[config.mk]
export PLATFORM = sky130hd
export DESIGN_NAME = serial_command_line_decoder_flat
export DESIGN_NICKNAME = d
export VERILOG_FILES = /design/src/design/scl_pkg.sv /design/src/design/scl_if.sv /design/src/design/scl_ram.sv /design/src/design/serial_command_line_decoder.sv /design/src/flat_wrapper.sv
export SDC_FILE = /design/constraint.sdc
export NUM_CORES = 1
export LEC_CHECK = 0
export ABC_AREA = 1
export BUFFER_PORTS_ARGS = -buffer_cell sky130_fd_sc_hd__buf_2
export CAP_MARGIN = 5
export CELL_PAD_IN_SITES_DETAIL_PLACEMENT = 1
export CELL_PAD_IN_SITES_GLOBAL_PLACEMENT = 2
export CORE_ASPECT_RATIO = 0.75
export CORE_MARGIN = 5
export CORE_UTILIZATION = 40
export CTS_CLUSTER_DIAMETER = 200
export CTS_CLUSTER_SIZE = 40
export DETAILED_ROUTE_END_ITERATION = 8
export PLACE_DENSITY_LB_ADDON = 0.1
export RECOVER_POWER = 50
export SYNTH_ARGS = -nofsm -noshare
export SYNTH_HDL_FRONTEND = slang
export SYNTH_SLANG_ARGS = --single-unit
[constraint.sdc]
create_clock -name clk -period 4.3 [get_ports clk]
set_input_delay 1.075 -clock clk [delete_from_list [all_inputs] [get_ports clk]]
set_output_delay 1.075 -clock clk [all_outputs]
set_load 0.01 [all_outputs]
[src/design/scl_pkg.sv]
package scl_pkg;

  // line store
  localparam int LINE_CAPACITY = 16;
  localparam int IDX_W = $clog2(LINE_CAPACITY);
  localparam int LEN_W = $clog2(LINE_CAPACITY + 1);

  // configuration port
  localparam int CFG_IDX_W = 2;
  localparam int CFG_DATA_W = 16;
  localparam logic [CFG_IDX_W-1:0] CFG_MIN_FREQUENCY = 2'd0;
  localparam logic [CFG_IDX_W-1:0] CFG_MAX_FREQUENCY = 2'd1;
  localparam logic [CFG_IDX_W-1:0] CFG_FREQUENCY_STEP = 2'd2;
  localparam logic [15:0] MIN_FREQUENCY_RESET = 16'd200;
  localparam logic [15:0] MAX_FREQUENCY_RESET = 16'd10000;
  localparam logic [15:0] FREQUENCY_STEP_RESET = 16'd100;

  // characters
  localparam logic [7:0] CHAR_CR = 8'h0D;
  localparam logic [7:0] CHAR_F = "f";
  localparam logic [7:0] CHAR_SPACE = " ";
  localparam logic [7:0] CHAR_ZERO = "0";
  localparam logic [7:0] CHAR_NINE = "9";
  localparam logic [7:0] CHAR_UPPER_A = "A";
  localparam logic [7:0] CHAR_UPPER_Z = "Z";
  localparam logic [7:0] CASE_BIT = 8'h20;

  // outcome codes
  localparam logic [3:0] CMD_ON = 4'd0;
  localparam logic [3:0] CMD_OFF = 4'd1;
  localparam logic [3:0] CMD_RESET = 4'd2;
  localparam logic [3:0] CMD_SWEEP5 = 4'd3;
  localparam logic [3:0] CMD_SWEEP10 = 4'd4;
  localparam logic [3:0] CMD_SWEEP15 = 4'd5;
  localparam logic [3:0] CMD_SETFREQ = 4'd6;
  localparam logic [3:0] CMD_UNKNOWN = 4'd7;
  localparam logic [3:0] CMD_RANGE = 4'd8;
  localparam logic [3:0] CMD_STEP = 4'd9;
  localparam logic [3:0] CMD_LONG = 4'd10;
  localparam logic [3:0] CMD_NONE = 4'd0;

  // fixed command words, padded with zero bytes
  localparam int NUM_WORDS = 6;
  localparam int WORD_MAX = 8;
  localparam logic [7:0] WORD_TEXT [NUM_WORDS][WORD_MAX] = '{
    '{"o", "n", 8'h00, 8'h00, 8'h00, 8'h00, 8'h00, 8'h00},
    '{"o", "f", "f", 8'h00, 8'h00, 8'h00, 8'h00, 8'h00},
    '{"r", "e", "s", "e", "t", 8'h00, 8'h00, 8'h00},
    '{"s", "w", "e", "e", "p", " ", "5", 8'h00},
    '{"s", "w", "e", "e", "p", " ", "1", "0"},
    '{"s", "w", "e", "e", "p", " ", "1", "5"}
  };
  localparam logic [LEN_W-1:0] WORD_LEN [NUM_WORDS] = '{
    LEN_W'(2), LEN_W'(3), LEN_W'(5), LEN_W'(7), LEN_W'(8), LEN_W'(8)
  };
  localparam logic [3:0] WORD_CODE [NUM_WORDS] = '{
    CMD_ON, CMD_OFF, CMD_RESET, CMD_SWEEP5, CMD_SWEEP10, CMD_SWEEP15
  };

  typedef enum logic [5:0] {
    S_IDLE  = 6'b000001,
    S_READ  = 6'b000010,
    S_EVAL  = 6'b000100,
    S_CHECK = 6'b001000,
    S_MOD   = 6'b010000,
    S_DONE  = 6'b100000
  } state_t;

endpackage

[src/design/scl_if.sv]
interface scl_rx_if;
  logic       valid;
  logic       ready;
  logic [7:0] rx_char;

  modport source (output valid, output rx_char, input ready);
  modport sink (input valid, input rx_char, output ready);
endinterface

interface scl_res_if;
  logic        valid;
  logic        ready;
  logic        echo_valid;
  logic [7:0]  echo_char;
  logic        command_valid;
  logic [3:0]  command_code;
  logic [15:0] frequency_value;

  modport source (
    output valid, output echo_valid, output echo_char, output command_valid,
    output command_code, output frequency_value, input ready
  );
  modport sink (
    input valid, input echo_valid, input echo_char, input command_valid,
    input command_code, input frequency_value, output ready
  );
endinterface

[src/design/scl_ram.sv]
module scl_ram #(
  parameter int WIDTH = 8,
  parameter int DEPTH = 16
) (
  input  logic                     clk,
  input  logic                     we,
  input  logic [$clog2(DEPTH)-1:0] waddr,
  input  logic [WIDTH-1:0]         wdata,
  input  logic [$clog2(DEPTH)-1:0] raddr,
  output logic [WIDTH-1:0]         rdata
);

  logic [WIDTH-1:0] mem [DEPTH];

  always_ff @(posedge clk) begin
    if (we) begin
      mem[waddr] <= wdata;
    end
    rdata <= mem[raddr];
  end

endmodule

[src/design/serial_command_line_decoder.sv]
// channel | dir | payload                                               | handshake
// rx      | in  | rx_char                                               | valid/ready
// res     | out | echo_valid echo_char command_valid command_code       | valid/ready
//         |     | frequency_value                                       |
// cfg     | in  | cfg_index cfg_data                                    | cfg_we
//
// an ordinary character is handled in idle without a walk of the line; so is a carriage return on an empty line
// a carriage return on a line of n characters walks the line buffer, then runs the
// step check when the frequency passes the range check and the step is non-zero
// (one buffer read and one compare per character, one remainder bit per cycle)
// reset (rst, synchronous) empties the line and restores the register defaults
// the result sits in an output register; rx is ready only in idle, and then only
// while that register is empty or being taken in the same cycle
module serial_command_line_decoder (
  input  logic                            clk,
  input  logic                            rst,
  scl_rx_if.sink                          rx,
  scl_res_if.source                       res,
  input  logic                            cfg_we,
  input  logic [scl_pkg::CFG_IDX_W-1:0]   cfg_index,
  input  logic [scl_pkg::CFG_DATA_W-1:0]  cfg_data
);

  // configuration registers
  logic [15:0] min_frequency;
  logic [15:0] max_frequency;
  logic [15:0] frequency_step;

  // sequencer and line state
  scl_pkg::state_t             state;
  logic [scl_pkg::LEN_W-1:0]   line_length;
  logic                        out_valid;

  // walk datapath
  logic [scl_pkg::IDX_W-1:0]       idx;
  logic [scl_pkg::NUM_WORDS-1:0]   word_match;
  logic                            pref_f;
  logic                            pref_sp;
  logic                            bad_digit;
  logic [15:0]                     value;
  logic [15:0]                     rem;
  logic [15:0]                     dvd;
  logic [3:0]                      bit_cnt;
  logic [3:0]                      result_code;

  // output register
  logic        echo_valid_q;
  logic [7:0]  echo_char_q;
  logic        command_valid_q;
  logic [3:0]  command_code_q;
  logic [15:0] frequency_value_q;

  // line buffer
  logic                      buf_we;
  logic [7:0]                buf_wdata;
  logic [7:0]                buf_rdata;

  logic out_free;
  logic rx_accept;
  logic is_cr;
  logic line_full;
  logic last_char;
  logic is_f;
  logic [7:0] digit;
  logic [19:0] value_mac;
  logic [15:0] value_sat;
  logic [16:0] trial;
  logic [15:0] rem_next;
  logic [scl_pkg::NUM_WORDS-1:0] word_hit;
  logic [3:0] word_result;

  assign out_free  = !out_valid || res.ready;
  assign rx.ready  = (state == scl_pkg::S_IDLE) && out_free;
  assign rx_accept = rx.valid && rx.ready;
  assign is_cr     = (rx.rx_char == scl_pkg::CHAR_CR);
  assign line_full = (line_length + scl_pkg::LEN_W'(1)) == scl_pkg::LEN_W'(scl_pkg::LINE_CAPACITY);
  assign last_char = (scl_pkg::LEN_W'(idx) + scl_pkg::LEN_W'(1)) == line_length;
  assign is_f      = pref_f && pref_sp && (line_length >= scl_pkg::LEN_W'(2));

  // fold upper case letters before storing
  always_comb begin
    buf_wdata = rx.rx_char;
    if (rx.rx_char >= scl_pkg::CHAR_UPPER_A && rx.rx_char <= scl_pkg::CHAR_UPPER_Z) begin
      buf_wdata = rx.rx_char | scl_pkg::CASE_BIT;
    end
  end
  assign buf_we = rx_accept && !is_cr;

  scl_ram #(
    .WIDTH (8),
    .DEPTH (scl_pkg::LINE_CAPACITY)
  ) u_line_buffer (
    .clk   (clk),
    .we    (buf_we),
    .waddr (line_length[scl_pkg::IDX_W-1:0]),
    .wdata (buf_wdata),
    .raddr (idx),
    .rdata (buf_rdata)
  );

  // decimal accumulate with saturation at 65535
  assign digit     = buf_rdata - scl_pkg::CHAR_ZERO;
  assign value_mac = {1'b0, value, 3'b000} + {3'b000, value, 1'b0} + {12'd0, digit};
  assign value_sat = (value_mac > 20'hFFFF) ? 16'hFFFF : value_mac[15:0];

  // one restoring step of the remainder unit
  assign trial    = {rem, dvd[15]};
  assign rem_next = (trial >= {1'b0, frequency_step}) ?
                    16'(trial - {1'b0, frequency_step}) : trial[15:0];

  // first fixed word that matches the whole line
  always_comb begin
    word_result = scl_pkg::CMD_UNKNOWN;
    for (int w = 0; w < scl_pkg::NUM_WORDS; w++) begin
      word_hit[w] = word_match[w] && (line_length == scl_pkg::WORD_LEN[w]);
    end
    for (int w = scl_pkg::NUM_WORDS - 1; w >= 0; w--) begin
      if (word_hit[w]) begin
        word_result = scl_pkg::WORD_CODE[w];
      end
    end
  end

  // configuration writes; unknown indexes are dropped
  always_ff @(posedge clk) begin
    if (rst) begin
      min_frequency  <= scl_pkg::MIN_FREQUENCY_RESET;
      max_frequency  <= scl_pkg::MAX_FREQUENCY_RESET;
      frequency_step <= scl_pkg::FREQUENCY_STEP_RESET;
    end else if (cfg_we) begin
      case (cfg_index)
        scl_pkg::CFG_MIN_FREQUENCY:  min_frequency  <= cfg_data;
        scl_pkg::CFG_MAX_FREQUENCY:  max_frequency  <= cfg_data;
        scl_pkg::CFG_FREQUENCY_STEP: frequency_step <= cfg_data;
        default: ;
      endcase
    end
  end

  // sequencer, line length and output valid
  always_ff @(posedge clk) begin
    if (rst) begin
      state       <= scl_pkg::S_IDLE;
      line_length <= '0;
      out_valid   <= 1'b0;
    end else begin
      if (res.ready) begin
        out_valid <= 1'b0;
      end
      case (state)
        scl_pkg::S_IDLE: begin
          if (rx_accept) begin
            if (is_cr) begin
              if (line_length == '0) begin
                out_valid <= 1'b1;
              end else begin
                state <= scl_pkg::S_READ;
              end
            end else begin
              out_valid <= 1'b1;
              if (line_full) begin
                line_length <= '0;
              end else begin
                line_length <= line_length + scl_pkg::LEN_W'(1);
              end
            end
          end
        end
        scl_pkg::S_READ: state <= scl_pkg::S_EVAL;
        scl_pkg::S_EVAL: begin
          state <= last_char ? scl_pkg::S_CHECK : scl_pkg::S_READ;
        end
        scl_pkg::S_CHECK: begin
          if (is_f && !bad_digit && value >= min_frequency && value <= max_frequency &&
              frequency_step != '0) begin
            state <= scl_pkg::S_MOD;
          end else begin
            state <= scl_pkg::S_DONE;
          end
        end
        scl_pkg::S_MOD: begin
          if (bit_cnt == 4'd15) begin
            state <= scl_pkg::S_DONE;
          end
        end
        scl_pkg::S_DONE: begin
          if (out_free) begin
            out_valid   <= 1'b1;
            line_length <= '0;
            state       <= scl_pkg::S_IDLE;
          end
        end
        default: state <= scl_pkg::S_IDLE;
      endcase
    end
  end

  // walk datapath and output payload
  always_ff @(posedge clk) begin
    case (state)
      scl_pkg::S_IDLE: begin
        idx        <= '0;
        word_match <= '1;
        pref_f     <= 1'b0;
        pref_sp    <= 1'b0;
        bad_digit  <= 1'b0;
        value      <= '0;
        if (rx_accept) begin
          echo_valid_q      <= !is_cr;
          echo_char_q       <= is_cr ? 8'h00 : rx.rx_char;
          command_valid_q   <= !is_cr && line_full;
          command_code_q    <= (!is_cr && line_full) ? scl_pkg::CMD_LONG : scl_pkg::CMD_NONE;
          frequency_value_q <= '0;
        end
      end
      scl_pkg::S_EVAL: begin
        // buffer data for idx is valid here
        if (idx == scl_pkg::IDX_W'(0)) begin
          pref_f <= (buf_rdata == scl_pkg::CHAR_F);
        end
        if (idx == scl_pkg::IDX_W'(1)) begin
          pref_sp <= (buf_rdata == scl_pkg::CHAR_SPACE);
        end
        if (idx >= scl_pkg::IDX_W'(2)) begin
          if (buf_rdata < scl_pkg::CHAR_ZERO || buf_rdata > scl_pkg::CHAR_NINE) begin
            bad_digit <= 1'b1;
          end else begin
            value <= value_sat;
          end
        end
        for (int w = 0; w < scl_pkg::NUM_WORDS; w++) begin
          if (scl_pkg::LEN_W'(idx) >= scl_pkg::WORD_LEN[w] ||
              buf_rdata != scl_pkg::WORD_TEXT[w][idx[2:0]]) begin
            word_match[w] <= 1'b0;
          end
        end
        if (!last_char) begin
          idx <= idx + scl_pkg::IDX_W'(1);
        end
      end
      scl_pkg::S_CHECK: begin
        rem     <= '0;
        dvd     <= value;
        bit_cnt <= '0;
        if (is_f) begin
          if (bad_digit) begin
            result_code <= scl_pkg::CMD_UNKNOWN;
          end else if (value < min_frequency || value > max_frequency) begin
            result_code <= scl_pkg::CMD_RANGE;
          end else begin
            result_code <= scl_pkg::CMD_SETFREQ;
          end
        end else begin
          result_code <= word_result;
        end
      end
      scl_pkg::S_MOD: begin
        rem     <= rem_next;
        dvd     <= {dvd[14:0], 1'b0};
        bit_cnt <= bit_cnt + 4'd1;
        if (bit_cnt == 4'd15 && rem_next != '0) begin
          result_code <= scl_pkg::CMD_STEP;
        end
      end
      scl_pkg::S_DONE: begin
        if (out_free) begin
          echo_valid_q      <= 1'b0;
          echo_char_q       <= 8'h00;
          command_valid_q   <= 1'b1;
          command_code_q    <= result_code;
          frequency_value_q <= (result_code == scl_pkg::CMD_SETFREQ) ? value : 16'd0;
        end
      end
      default: ;
    endcase
  end

  assign res.valid           = out_valid;
  assign res.echo_valid      = echo_valid_q;
  assign res.echo_char       = echo_char_q;
  assign res.command_valid   = command_valid_q;
  assign res.command_code    = command_code_q;
  assign res.frequency_value = frequency_value_q;

endmodule
[src/flat_wrapper.sv]
// flat-port wrapper written by rule: the top's interface ports become plain ports
module serial_command_line_decoder_flat 
  (clk, rst, cfg_we, cfg_index, cfg_data, rx_valid, rx_rx_char, rx_ready, res_valid, res_echo_valid, res_echo_char, res_command_valid, res_command_code, res_frequency_value, res_ready);
  scl_rx_if rx_i ();
  scl_res_if res_i ();
  input  logic clk;
  input  logic rst;
  input  logic cfg_we;
  input  logic [scl_pkg::CFG_IDX_W-1:0] cfg_index;
  input  logic [scl_pkg::CFG_DATA_W-1:0] cfg_data;
  input wire logic [$bits(rx_i.valid)-1:0] rx_valid;
  input wire logic [$bits(rx_i.rx_char)-1:0] rx_rx_char;
  output wire logic [$bits(rx_i.ready)-1:0] rx_ready;
  output wire logic [$bits(res_i.valid)-1:0] res_valid;
  output wire logic [$bits(res_i.echo_valid)-1:0] res_echo_valid;
  output wire logic [$bits(res_i.echo_char)-1:0] res_echo_char;
  output wire logic [$bits(res_i.command_valid)-1:0] res_command_valid;
  output wire logic [$bits(res_i.command_code)-1:0] res_command_code;
  output wire logic [$bits(res_i.frequency_value)-1:0] res_frequency_value;
  input wire logic [$bits(res_i.ready)-1:0] res_ready;
  assign rx_i.valid = rx_valid;
  assign rx_i.rx_char = rx_rx_char;
  assign rx_ready = rx_i.ready;
  assign res_valid = res_i.valid;
  assign res_echo_valid = res_i.echo_valid;
  assign res_echo_char = res_i.echo_char;
  assign res_command_valid = res_i.command_valid;
  assign res_command_code = res_i.command_code;
  assign res_frequency_value = res_i.frequency_value;
  assign res_i.ready = res_ready;
  serial_command_line_decoder u_core (.clk(clk), .rst(rst), .rx(rx_i), .res(res_i), .cfg_we(cfg_we), .cfg_index(cfg_index), .cfg_data(cfg_data));
endmodule
==> summary.md, run 1 <==
| Metric | Value |
|---|---|
| Status | `complete, but fails checks` |
| Violated checks | `capacitance limit, slew limit` |
| Total gr overflow | `0` |
| Synthesized Nets | `approximately 1800` |
| Final slew viol count | `53` |
| Arr. time, crit path | `a little under 4 ns` |
| Post-Syn Instances | `1711` |
| Number of global-route vias before repair | `approximately 12000` |
| H-Tree Level Count | `1` |
| Ratio of cells with drive above 1 in the final layout | `3.88%` |
| Worst path bufs/invs | `3` |
| Die Wd | `238 µm` |
| Critical path required time | `4.58 ns` |
| Final hold vios | `0` |
| Postcts setup bufs | `0` |
| Largest net degree at the start of global routing | `70` |
| Relative slew slack | `-25.7%` |
| Setup TNS Final | `0 ns` |
| Via-per-instance ratio | `5.27` |
| Post-synth top area cell | `edfxtp_1` |
| Syn_area_per_cell | `between 9 and 10 µm²` |
| Synth cell types | `54` |
| Clock sinks | `around 300` |
| Std-Cell Rows | `between 60 and 70` |
| CP top delay family | `adder cells` |
| Final setup violation count | `0` |
| DRT Pass-1 Iters | `5` |
| Synth area leaders | `edfxtp_1, dfxtp_1, nand2_1` |
| Setup Skew | `about 0.048 ns` |
| Routed wire length | `between 40000 and 50000 µm` |
| Worst Tran Pin Value | `1.88 ns` |
| Initial core utilization | `between 40% and 50%` |
| Clock buffer depth | `3` |
| Pleak | `about 6.9 nW` |
| Yosys warns | `0` |
| Worst Path Class, Setup | `flop to flop` |
| Core Region | `about 38000 µm²` |
| Initial antenna violation count | `0` |
| Most used flip-flop cell after synthesis | `edfxtp_1` |
| Clock transition at path regs | `approximately 0.16 ns` |
| Largest stage delay on the critical path | `between 0.5 and 0.6 ns` |
| Inserted Clock Buffers | `11` |
| Cts repair resizes | `0` |
| RSZ-0062 raised after global routing | `false` |
| Synth-to-layout area growth | `6.65%` |
| Asr flop ratio synth | `0%` |
| Yosys top cell area share | `43.7%` |
| Remaining DRCs | `0` |
| CTS tree | `built` |
| # port buffers | `62` |
| Final ANT Viol Nets | `0` |
| Hold Path Class | `flop to flop` |
| Max-cap violations | `2` |
| Post-Syn Area | `about 16000 µm²` |
| Cell breakdown of the critical path | `inv_1 > ha_1 > fa_1 > inv_1 > ha_1 > a21oi_1 > o21ai_2 > a21oi_2 > o21ai_2 > nand2_1 > nand2_1 > nand2_1 > nand2_1 > nor2_4 > nand3_1 > nand2_1 > inv_1` |
| Crit path capture type | `flop` |
| FF+latch count, synth | `between 200 and 300` |
| Final core occ | `between 40 and 50%` |
| Fillcell total | `between 4000 and 5000` |
| Worst path slowest cell | `dfxtp_1` |
| First DRT Iteration DRCs | `827` |
| Routed len/inst | `19.9 µm` |
| Final net count | `1875` |
| Via Count | `11932` |
| Root Buffer | `clkbuf_16` |
| DP HPWL | `between 30000 and 40000 µm` |
| Diode count | `0` |
| Global-route wire length before repair | `71200 µm` |
| CP Launch Type | `flop` |
| Die area | `between 40000 and 50000 µm²` |
| Max Fclk | `approximately 280 MHz` |
| Final worst path period share | `84.4%` |
| Routability Congestion | `between 0.8 and 0.9` |
| # IOs | `63` |
| CTS Hold Buffers Added | `0` |
| Clock Latency Late Sink | `approximately 0.52 ns` |
| Crit path top cell by count | `nand2_1` |
| Top-count cell post-synth | `nand2_1` |
| EDFF count, synth | `227` |
| Placed Area | `between 15000 and 20000 µm²` |
| Die Span Y | `181 µm` |
| Post-synthesis sequential area ratio | `52.5%` |
| Worst IR Drop VDD | `about 0.30 mV` |
| Power per cell area | `~470 nW/µm²` |
| Gr usage total | `between 20% and 30%` |
| Post-synth top cells | `nand2_1, nor2_1, edfxtp_1, inv_1, o21ai_0` |
| Post-route cell area | `16600 µm²` |
| Crit path max fanout | `16` |
| Post-layout minimum cycle time | `roughly 3.6 ns` |
final timing paths:
kind,slack (ns),endpoint,depth (start not counted),from
worst max-delay path,0.67,u_core.value[15]$_SDFFCE_PN0P_,17,u_core.u_line_buffer.rdata[4]$_DFF_P_
worst min-delay path,0.48,u_core.max_frequency[2]$_SDFFE_PP0P_,2,u_core.max_frequency[2]$_SDFFE_PP0P_
worst max register to register,0.67,u_core.value[15]$_SDFFCE_PN0P_,17,u_core.u_line_buffer.rdata[4]$_DFF_P_
worst min register to register,0.48,u_core.max_frequency[2]$_SDFFE_PP0P_,2,u_core.max_frequency[2]$_SDFFE_PP0P_
cells in the final DEF (no fill, tap or decap), types with 2 or more instances in the layout:
master	count
a211oi_1	2
a21o_1	3
a21oi_1	104
a31oi_1	4
a41oi_1	6
and2_1	4
buf_2	22
buf_4	9
clkbuf_1	53
clkbuf_16	11
clkinv_1	3
dfxtp_1	68
edfxtp_1	227
fa_1	7
ha_1	88
inv_1	216
nand2_1	306
nand2_2	2
nand3_1	85
nand3b_1	2
nand4_1	12
nor2_1	237
nor2_4	13
nor3_1	15
nor4_1	13
o2111ai_1	17
o211a_1	2
o211ai_1	14
o21ai_0	141
o21ai_2	2
o21bai_1	2
o21bai_2	2
o311ai_0	3
or2_2	2
xnor2_1	8
xor2_1	34
layer usage:
metal | wire length (µm) | vias to the layer above | track usage, %
met2 | 18300 | 213 | 29.5
li1 | - | 5814 | -
met1 | 24200 | 5882 | 34.1
met3 | 2220 | 23 | 3.06
met4 | 423 | 0 | 2.15
met5 | 0 | - | 0
power by group:
part           internal (W)  switching (W)  total [W]  leakage (nW)
Clock              0.000500       0.000898    0.00140         0.153
Sequential          0.00353       0.000273    0.00380          2.73
Combinational      0.000799        0.00185    0.00264          4.04
final cells by class:
| cell class | instances | area, µm² | area share, % |
|---|---|---|---|
| clock buffers | 16 | 294 | 1.77 |
| inverters | 220 | 827 | 4.97 |
| flip-flops and latches | 295 | 8180 | 49.2 |
| repair buffers | 79 | 358 | 2.15 |
| well taps | 512 | 641 | 3.85 |
| multi-input cells | 1142 | 6300 | 37.9 |
| clock inverters | 1 | 30.0 | 0.181 |
logic make-up (layout without fill, tap and decap cells):
logic type               Yosys count  after routing  share of synthesized area [%]
flip-flops                       295            295                           52.5
AO/OA/AOI/OAI                    308            308                           11.2
XOR/XNOR                          42             42                           2.36
buffers and inverters            274            316                           6.87
AND/OR/NAND/NOR                  697            697                           19.2
adder cells (fa/ha/maj)           95             95                           7.96
worst register-to-register path, cell delays in order (launching register included):
cell	delay [ns]
dfxtp_1	0.59
inv_1	0.12
ha_1	0.32
fa_1	0.48
inv_1	0.05
ha_1	0.34
a21oi_1	0.20
o21ai_2	0.10
a21oi_2	0.21
o21ai_2	0.11
nand2_1	0.10
nand2_1	0.05
nand2_1	0.06
nand2_1	0.08
nor2_4	0.30
nand3_1	0.13
nand2_1	0.08
inv_1	0.06
through the flow:
step	power, W	hold slack, ns	setup WS (ns)	cells
after floorplan	0.00554	0.433	0.875	1711
after global placement	0.00650	0.451	0.838	2248
after detailed placement	0.00656	0.459	0.695	2248
after CTS	0.00796	0.479	0.666	2265
after global routing	0.00835	0.503	0.338	2265
final	0.00784	0.475	0.670	2265
state kept, by name, summed over array words and instances, names as in the netlist, 4 cells and up:
name / cells
u_core.res.command_code: 4
u_core.bit_cnt: 4
u_core.idx: 4
u_core.min_frequency: 16
u_core.res.echo_char: 8
u_core.state: 6
u_core.frequency_step: 16
u_core.res.frequency_value: 16
u_core.rem: 16
u_core.dvd: 16
u_core.value: 16
u_core.line_length: 5
u_core.word_match: 6
u_core.result_code: 4
u_core.u_line_buffer.mem: 128
u_core.u_line_buffer.rdata: 8
u_core.max_frequency: 16
No activity file was read; power rests on OpenSTA's default activity.
==> run 2: changes to the inputs <==
ABC_AREA = 0   (was 1)
CORE_UTILIZATION = 43   (was 40)
clock period = 3.8 ns   (was 4.3 ns; I/O delays follow)
==> summary.md, run 2 <==
| Metric | Value |
|---|---|
| # IOs | `63 (unchanged)` |
| Synthesized Nets | `1395 (-24%)` |
| Inserted Clock Buffers | `11 (unchanged)` |
| First DRT Iteration DRCs | `629 (-24%)` |
| Initial antenna violation count | `3 (+3)` |
| # port buffers | `62 (unchanged)` |
| Post-Syn Area | `14800 µm² (-4.9%)` |
| Top-count cell post-synth | `edfxtp_1` |
| H-Tree Level Count | `1 (unchanged)` |
| Pint | `0.00491 W (+1.8%)` |
| Crit path max fanout | `4 (-12)` |
| Global-route wire length before repair | `61900 µm (-13%)` |
| Final slew viol count | `0 (-100%)` |
| Clock share of power | `22.0% (+4.2 points)` |
| Fillcell total | `3611 (-20%)` |
| Final worst path period share | `93.8% (+9.4 points)` |
| Yosys warns | `0 (unchanged)` |
| Die area | `38300 µm² (-11%)` |
| Critical path required time | `4.00 ns (-0.58 ns)` |
| Clock sinks | `295 (unchanged)` |
| Final setup violation count | `0 (unchanged)` |
| Logic pwr share | `24.7% (-9.0 points)` |
| FF+latch count, synth | `295 (unchanged)` |
| RSZ-0062 raised after global routing | `false` |
| Post-layout minimum cycle time | `3.56 ns (-0.0660 ns)` |
| Arr. time, crit path | `3.77 ns (-0.14 ns)` |
| Remaining DRCs | `0 (unchanged)` |
| Std-Cell Rows | `58 (-6.5%)` |
| EDFF count, synth | `227 (unchanged)` |
| Setup Skew | `0.0408 ns (-0.00694 ns)` |
| Worst IR Drop VDD | `0.299 mV (-0.28%)` |
| Sequential cell area | `8180 µm² (about the same)` |
| Post-synth top cells | `edfxtp_1, nand2_1, a21oi_1, nor2_1, ha_1` |
| Status | `complete, no violations` |
| Via-per-instance ratio | `5.62 (+6.7%)` |
| Relative slew slack | `2.27% (+28 points)` |
| Initial core utilization | `43.9% (+3.3 points)` |
| Clock Latency Late Sink | `0.51 ns (about the same)` |
| Largest Register | `u_core.u_line_buffer.mem` |
| Switch Pwr | `0.00218 W (-28%)` |
| Routed len/inst | `22.3 µm (+12%)` |
| Asr flop ratio synth | `0% (unchanged)` |
| Power per cell area | `441 nW/µm² (-6.6%)` |
| Final net count | `1461 (-22%)` |
| Worst Path Class, Setup | `flop to flop` |
| CP Launch Type | `flop` |
| Root Buffer | `clkbuf_16` |
| Pleak | `5.85 nW (-15%)` |
| Footprint of the multi-input gates | `6160 µm² (-2.1%)` |
| Ratio of cells with drive above 1 in the final layout | `8.89% (+5.0 points)` |
| DRT Pass-1 Iters | `6 (+1)` |
| Post-synth top area cell | `edfxtp_1` |
| Core Region | `33800 µm² (-12%)` |
| Routability Congestion | `0.834 (+0.22%)` |
| Diode count | `0 (unchanged)` |
| Crit path capture type | `flop` |
| Die Span Y | `171 µm (-5.6%)` |
| Most frequent cells in the layout | `edfxtp_1, nand2_1, nor2_1` |
| Clock buffer depth | `3 (unchanged)` |
| Seq pwr share | `53.3% (+4.8 points)` |
| Gr usage total | `20.6% (-0.090 points)` |
| Worst Tran Pin Value | `1.47 ns (-0.419 ns)` |
| Final ANT Viol Nets | `0 (unchanged)` |
| Via Count | `10055 (-16%)` |
| Hold Path Class | `flop to flop` |
| Synth area leaders | `edfxtp_1, dfxtp_1, ha_1` |
| Post-Syn Instances | `1269 (-26%)` |
| Synth-to-layout area growth | `8.42%` |
| Clock transition at path regs | `0.16 ns (about the same)` |
| Post-synthesis sequential area ratio | `55.1% (+2.7 points)` |
| CTS tree | `built` |
| Max-cap violations | `0 (-2)` |
| Final hold vios | `0 (unchanged)` |
| Switching share of power | `30.7% (-7.8 points)` |
| Most used flip-flop cell after synthesis | `edfxtp_1` |
| Total gr overflow | `0 (unchanged)` |
| Synth cell types | `71 (+31%)` |
| Max Fclk | `281 MHz (+1.9%)` |
| Placed Area | `15800 µm² (-3.7%)` |
| Syn_area_per_cell | `11.7 µm² (+28%)` |
| Yosys top cell area share | `46.0% (+2.2 points)` |
| Routed wire length | `39900 µm (-12%)` |
| Largest net degree at the start of global routing | `42 (-40%)` |
| Die Wd | `224 µm (-5.7%)` |
| Number of flip-flops in the largest register | `128 (unchanged)` |
| Number of global-route vias before repair | `10137 (-16%)` |
| Setup TNS Final | `0 ns (unchanged)` |
| DP HPWL | `29900 µm (-11%)` |
| Most common cell after layout, fill and taps aside | `edfxtp_1` |
| Post-route cell area | `16100 µm² (-3.3%)` |
## run 2: area by class of cell
| class | count | share of cell area, % |
|---|---|---|
| Inverter | 86 | 2.01 |
| Timing Repair Buffer | 103 | 3.28 |
| Sequential cell | 295 | 50.9 |
| Clock buffer | 16 | 1.83 |
| Tap cell | 450 | 3.50 |
| Clock inverter | 1 | 0.187 |
| Multi-Input combinational cell | 838 | 38.3 |
## run 2: path summary, 6_finish.rpt
kind | start | end | slack (ns) | cells after the start
worst max-delay path | u_core.dvd[15]$_DFFE_PP_ | u_core.result_code[2]$_SDFFCE_PP0P_ | 0.24 | 12
worst min-delay path | u_core.max_frequency[6]$_SDFFE_PP0P_ | u_core.max_frequency[6]$_SDFFE_PP0P_ | 0.47 | 2
worst max register to register | u_core.dvd[15]$_DFFE_PP_ | u_core.result_code[2]$_SDFFCE_PP0P_ | 0.24 | 12
worst min register to register | u_core.max_frequency[6]$_SDFFE_PP0P_ | u_core.max_frequency[6]$_SDFFE_PP0P_ | 0.47 | 2
## run 2: cells by family (layout without fill, tap and decap cells)
logic type	Yosys count	after routing	share of synthesized area (%)
AOI/OAI and AO/OA	237	237	10.3
xor gates and xnor gates	44	44	2.60
adders and majority gates	95	95	8.37
buffers and inverters	136	206	3.47
DFF	295	295	55.1
muxes	52	52	6.88
and+or+nand+nor	410	410	13.3
## run 2: stage by stage
step | util, % | power, W | std cells | hold WS, ns | setup slack (ns)
floorplan | - | 0.00495 | 1269 | 0.436 | 0.0556
global placement | 46.8 | 0.00555 | 1771 | 0.443 | 0.196
detailed placement | 46.8 | 0.00558 | 1771 | 0.448 | 0.0602
CTS | 47.8 | 0.00718 | 1789 | 0.468 | 0.0770
global route | 47.6 | 0.00748 | 1789 | 0.497 | 0.0171
finish | 47.6 | 0.00709 | 1789 | 0.467 | 0.236
## run 2: timing repair
action | CTS | global route
setup buffers | 1 | 0
gates resized for setup | 0 | 3
pin swaps | 0 | 0
hold endpoints to repair | 0 | 0
endpoints found under the setup margin | 1 | 20
hold buffers | 0 | 0
## run 2: power groups by stage
stage / clock [W] / combinational (W) / sequential (W)
floorplan: 0 / 0.00114 / 0.00381
global placement: 0 / 0.00170 / 0.00384
detailed placement: 0 / 0.00173 / 0.00385
CTS: 0.00162 / 0.00178 / 0.00378
global route: 0.00175 / 0.00194 / 0.00380
finish: 0.00156 / 0.00175 / 0.00378
## run 2: layer usage
metal	share of wire, %	global-route usage, %
met3	5.4	3.22
met2	42	30.4
met5	0	0
met4	0.81	2.12
met1	52	33.3
## run 2: worst max-delay path, cell delays in order, from the launching register on
cell and delay [ns]:
edfxtp_1 0.45, inv_1 0.08, ha_1 0.17, inv_1 0.06
fa_1 0.42, a211o_1 0.33, a2111oi_2 0.45, o21bai_1 0.19
or4b_1 0.52, nand3_1 0.08, mux2i_1 0.08, and4_1 0.19
a41oi_2 0.25
==> run 3: changes to the inputs <==
clock period = 3.3 ns   (was 3.8 ns; I/O delays follow)
==> summary.md, run 3 (synthesized netlist as in run 2, its figures left out) <==
| Metric | Value |
|---|---|
| Placed Area | `16300 µm² (+2.7%)` |
| RSZ-0062 raised after global routing | `true` |
| Met2 Wirelength | `17400 µm (+3.5%)` |
| Met3 wire len | `2330 µm (+7.1%)` |
| Switching share of power | `31.2% (+0.55 points)` |
| Max-cap violations | `0 (unchanged)` |
| Relative slew slack | `8.62% (+6.4 points)` |
| Crit path launch | `u_core.dvd[15]$_DFFE_PP_` |
| Crit path capture type | `flop` |
| Largest stage delay on the critical path | `0.52 ns (about the same)` |
| Hold_sp | `u_core.min_frequency[10]$_SDFFE_PP0P_` |
| CP Launch Type | `flop` |
| H-Tree Level Count | `1 (unchanged)` |
| Final worst path period share | `101% (+6.7 points)` |
| Worst R2R Start | `u_core.dvd[15]$_DFFE_PP_` |
| Remaining DRCs | `0 (unchanged)` |
| Global-route wire length before repair | `63300 µm (+2.3%)` |
| Pleak | `6.12 nW (+4.6%)` |
| Cell breakdown of the critical path | `inv_1 > ha_2 > inv_2 > fa_2 > a211o_1 > a2111oi_4 > o21bai_1 > or4b_1 > nand3_1 > mux2i_1 > and4_1 > a41oi_4` |
| Final net count | `1508 (+3.2%)` |
| First DRT Iteration DRCs | `686 (+9.1%)` |
| Routed wire length | `41200 µm (+3.2%)` |
| Arr. time, crit path | `3.52 ns (-0.25 ns)` |
| Die Span Y | `171 µm (unchanged)` |
| CP endpoint | `u_core.result_code[2]$_SDFFCE_PP0P_` |
| Hold Path Class | `flop to flop` |
| Core Region | `33800 µm² (unchanged)` |
| Total gr overflow | `0 (unchanged)` |
| Diode count | `0 (unchanged)` |
| Critical path required time | `3.50 ns (-0.50 ns)` |
| Final hold vios | `0 (unchanged)` |
| Number of flip-flops in the largest register | `128 (unchanged)` |
| Worst path slowest cell | `or4b_1` |
| Crit path max fanout | `4 (unchanged)` |
| Via-per-instance ratio | `5.59 (-0.52%)` |
| Largest Register | `u_core.u_line_buffer.mem` |
| Hold_ws | `0.471 ns (+0.00449 ns)` |
| Final setup violation count | `4 (+4)` |
| Highest metal layer with signal wires | `met4` |
| Die area | `38300 µm² (unchanged)` |
| Pint | `0.00590 W (+20%)` |
| Reg2reg end | `u_core.result_code[2]$_SDFFCE_PP0P_` |
| Sequential cell area | `8190 µm² (about the same)` |
| Gr usage total | `21.2% (+0.60 points)` |
| Clock buffer depth | `3 (unchanged)` |
| Initial core utilization | `43.9% (unchanged)` |
| CTS Hold Buffers Added | `0 (unchanged)` |
| Largest net degree at the start of global routing | `51 (+21%)` |
| Post-route cell area | `16800 µm² (+4.4%)` |
| Clock transition at path regs | `0.16 ns (about the same)` |
| Seq pwr share | `50.3% (-3.0 points)` |
| Via Count | `10265 (+2.1%)` |
| # IOs | `63 (unchanged)` |
| Initial antenna violation count | `1 (-2)` |
| R2r worst-path depth | `12 (unchanged)` |
| Final slew viol count | `0 (unchanged)` |
| Clock share of power | `20.8% (-1.2 points)` |
| Max Fclk | `301 MHz (+7.4%)` |
| Synth-to-layout area growth | `13.2%` |
| Routed len/inst | `22.4 µm (+0.56%)` |
| Ratio of cells with drive above 1 in the final layout | `14.9% (+6.0 points)` |
| Violated checks | `setup timing` |
| DP HPWL | `31000 µm (+3.6%)` |
| CTS tree | `built` |
| Worst path bufs/invs | `2 (unchanged)` |
| Die Wd | `224 µm (unchanged)` |
| Most common cell after layout, fill and taps aside | `edfxtp_1` |
| Root Buffer | `clkbuf_16` |
| DRT Pass-1 Iters | `5 (-1)` |
| Power per cell area | `511 nW/µm² (+16%)` |
| Worst IR Drop VDD | `0.343 mV (+15%)` |
| Footprint of the multi-input gates | `6410 µm² (+4.1%)` |
| Switch Pwr | `0.00268 W (+23%)` |
| Worst Tran Pin Value | `1.37 ns (-0.0983 ns)` |
| Hold path depth | `2 (unchanged)` |
| Final ANT Viol Nets | `0 (unchanged)` |
| Reg2reg setup slack | `-0.02 ns (-0.25 ns)` |
| Final worst slack | `-0.0177 ns (-0.253 ns)` |
| Status | `complete, but fails checks` |
| Logic pwr share | `28.9% (+4.2 points)` |
| Inserted Clock Buffers | `11 (unchanged)` |
| Std-Cell Rows | `58 (unchanged)` |
| Worst Path Class, Setup | `flop to flop` |
| Post-layout minimum cycle time | `3.32 ns (-0.247 ns)` |
| # port buffers | `62 (unchanged)` |
| Clock sinks | `295 (unchanged)` |
| Clock Latency Late Sink | `0.50 ns (about the same)` |
| Number of global-route vias before repair | `10393 (+2.5%)` |
| Most frequent cells in the layout | `edfxtp_1, nand2_1, nor2_1` |
| Routability Congestion | `0.829 (-0.65%)` |
| CP top delay family | `compound AO/OA/AOI/OAI gates` |
| Critical Path Stages | `12 (unchanged)` |
| M1 wire length | `21100 µm (+2.6%)` |
| Setup Skew | `0.0363 ns (-0.00454 ns)` |
| Fillcell total | `3641 (+0.83%)` |
[run 3: cell count changes in the layout (fill, tap and decap cells not counted), sizes merged]
cell / delta
buf: +49
clkbuf: -2
[run 3: tightest hold or removal path, cell delays in order, from the launching register on]
cell and delay (ns):
dfxtp_1 0.34, nand2_1 0.05, a21oi_1 0.05
[run 3: worst min path at each step]
stage                                                        to  slack [ns]
final                     u_core.min_frequency[10]$_SDFFE_PP0P_        0.47
after global routing       u_core.min_frequency[9]$_SDFFE_PP0P_        0.49
after CTS                  u_core.min_frequency[9]$_SDFFE_PP0P_        0.47
after detailed placement  u_core.min_frequency[11]$_SDFFE_PP0P_        0.45
after global placement     u_core.max_frequency[2]$_SDFFE_PP0P_        0.44
after floorplan           u_core.max_frequency[11]$_SDFFE_PP0P_        0.44
[run 3: per-layer routing]
layer / track usage [%] / up-vias
met4: 2.06 / 0
met3: 3.07 / 14
met5: 0 / -
met1: 34.6 / 5208
met2: 31.1 / 194
li1: - / 4849
[run 3: power by group through the flow]
stage	Clock [W]	Sequential [W]	Combinational (W)
final	0.00178	0.00432	0.00248
after global routing	0.00200	0.00434	0.00272
after CTS	0.00185	0.00431	0.00225
after detailed placement	0	0.00440	0.00222
after global placement	0	0.00439	0.00218
after floorplan	0	0.00439	0.00136
[run 3: timing repair]
item,4_1_cts,5_1_grt
pin swaps,5,14
gates resized for setup,5,42
buffers inserted,7,4
gates cloned,0,1
setup endpoints to repair,20,22
[run 3: stage by stage]
step	util, %	setup WS (ns)	instances	power (W)	TNS, ns
2_1_floorplan	-	0.0180	1269	0.00574	0
3_3_place_gp	48.1	-0.0752	1809	0.00657	-0.301
3_5_place_dp	48.1	-0.136	1809	0.00662	-1.50
4_1_cts	49.2	-0.0817	1833	0.00841	-0.327
5_1_grt	49.7	-0.161	1836	0.00906	-2.22
6_report	49.7	-0.0177	1836	0.00858	-0.0704
[run 3: layout make-up]
type,count,area share (%)
Clock buffer,16,1.75
Clock inverter,1,0.179
Inverter,86,1.95
Multi-Input combinational cell,838,38.2
Sequential cell,295,48.7
Tap cell,450,3.35
Timing Repair Buffer,150,5.83
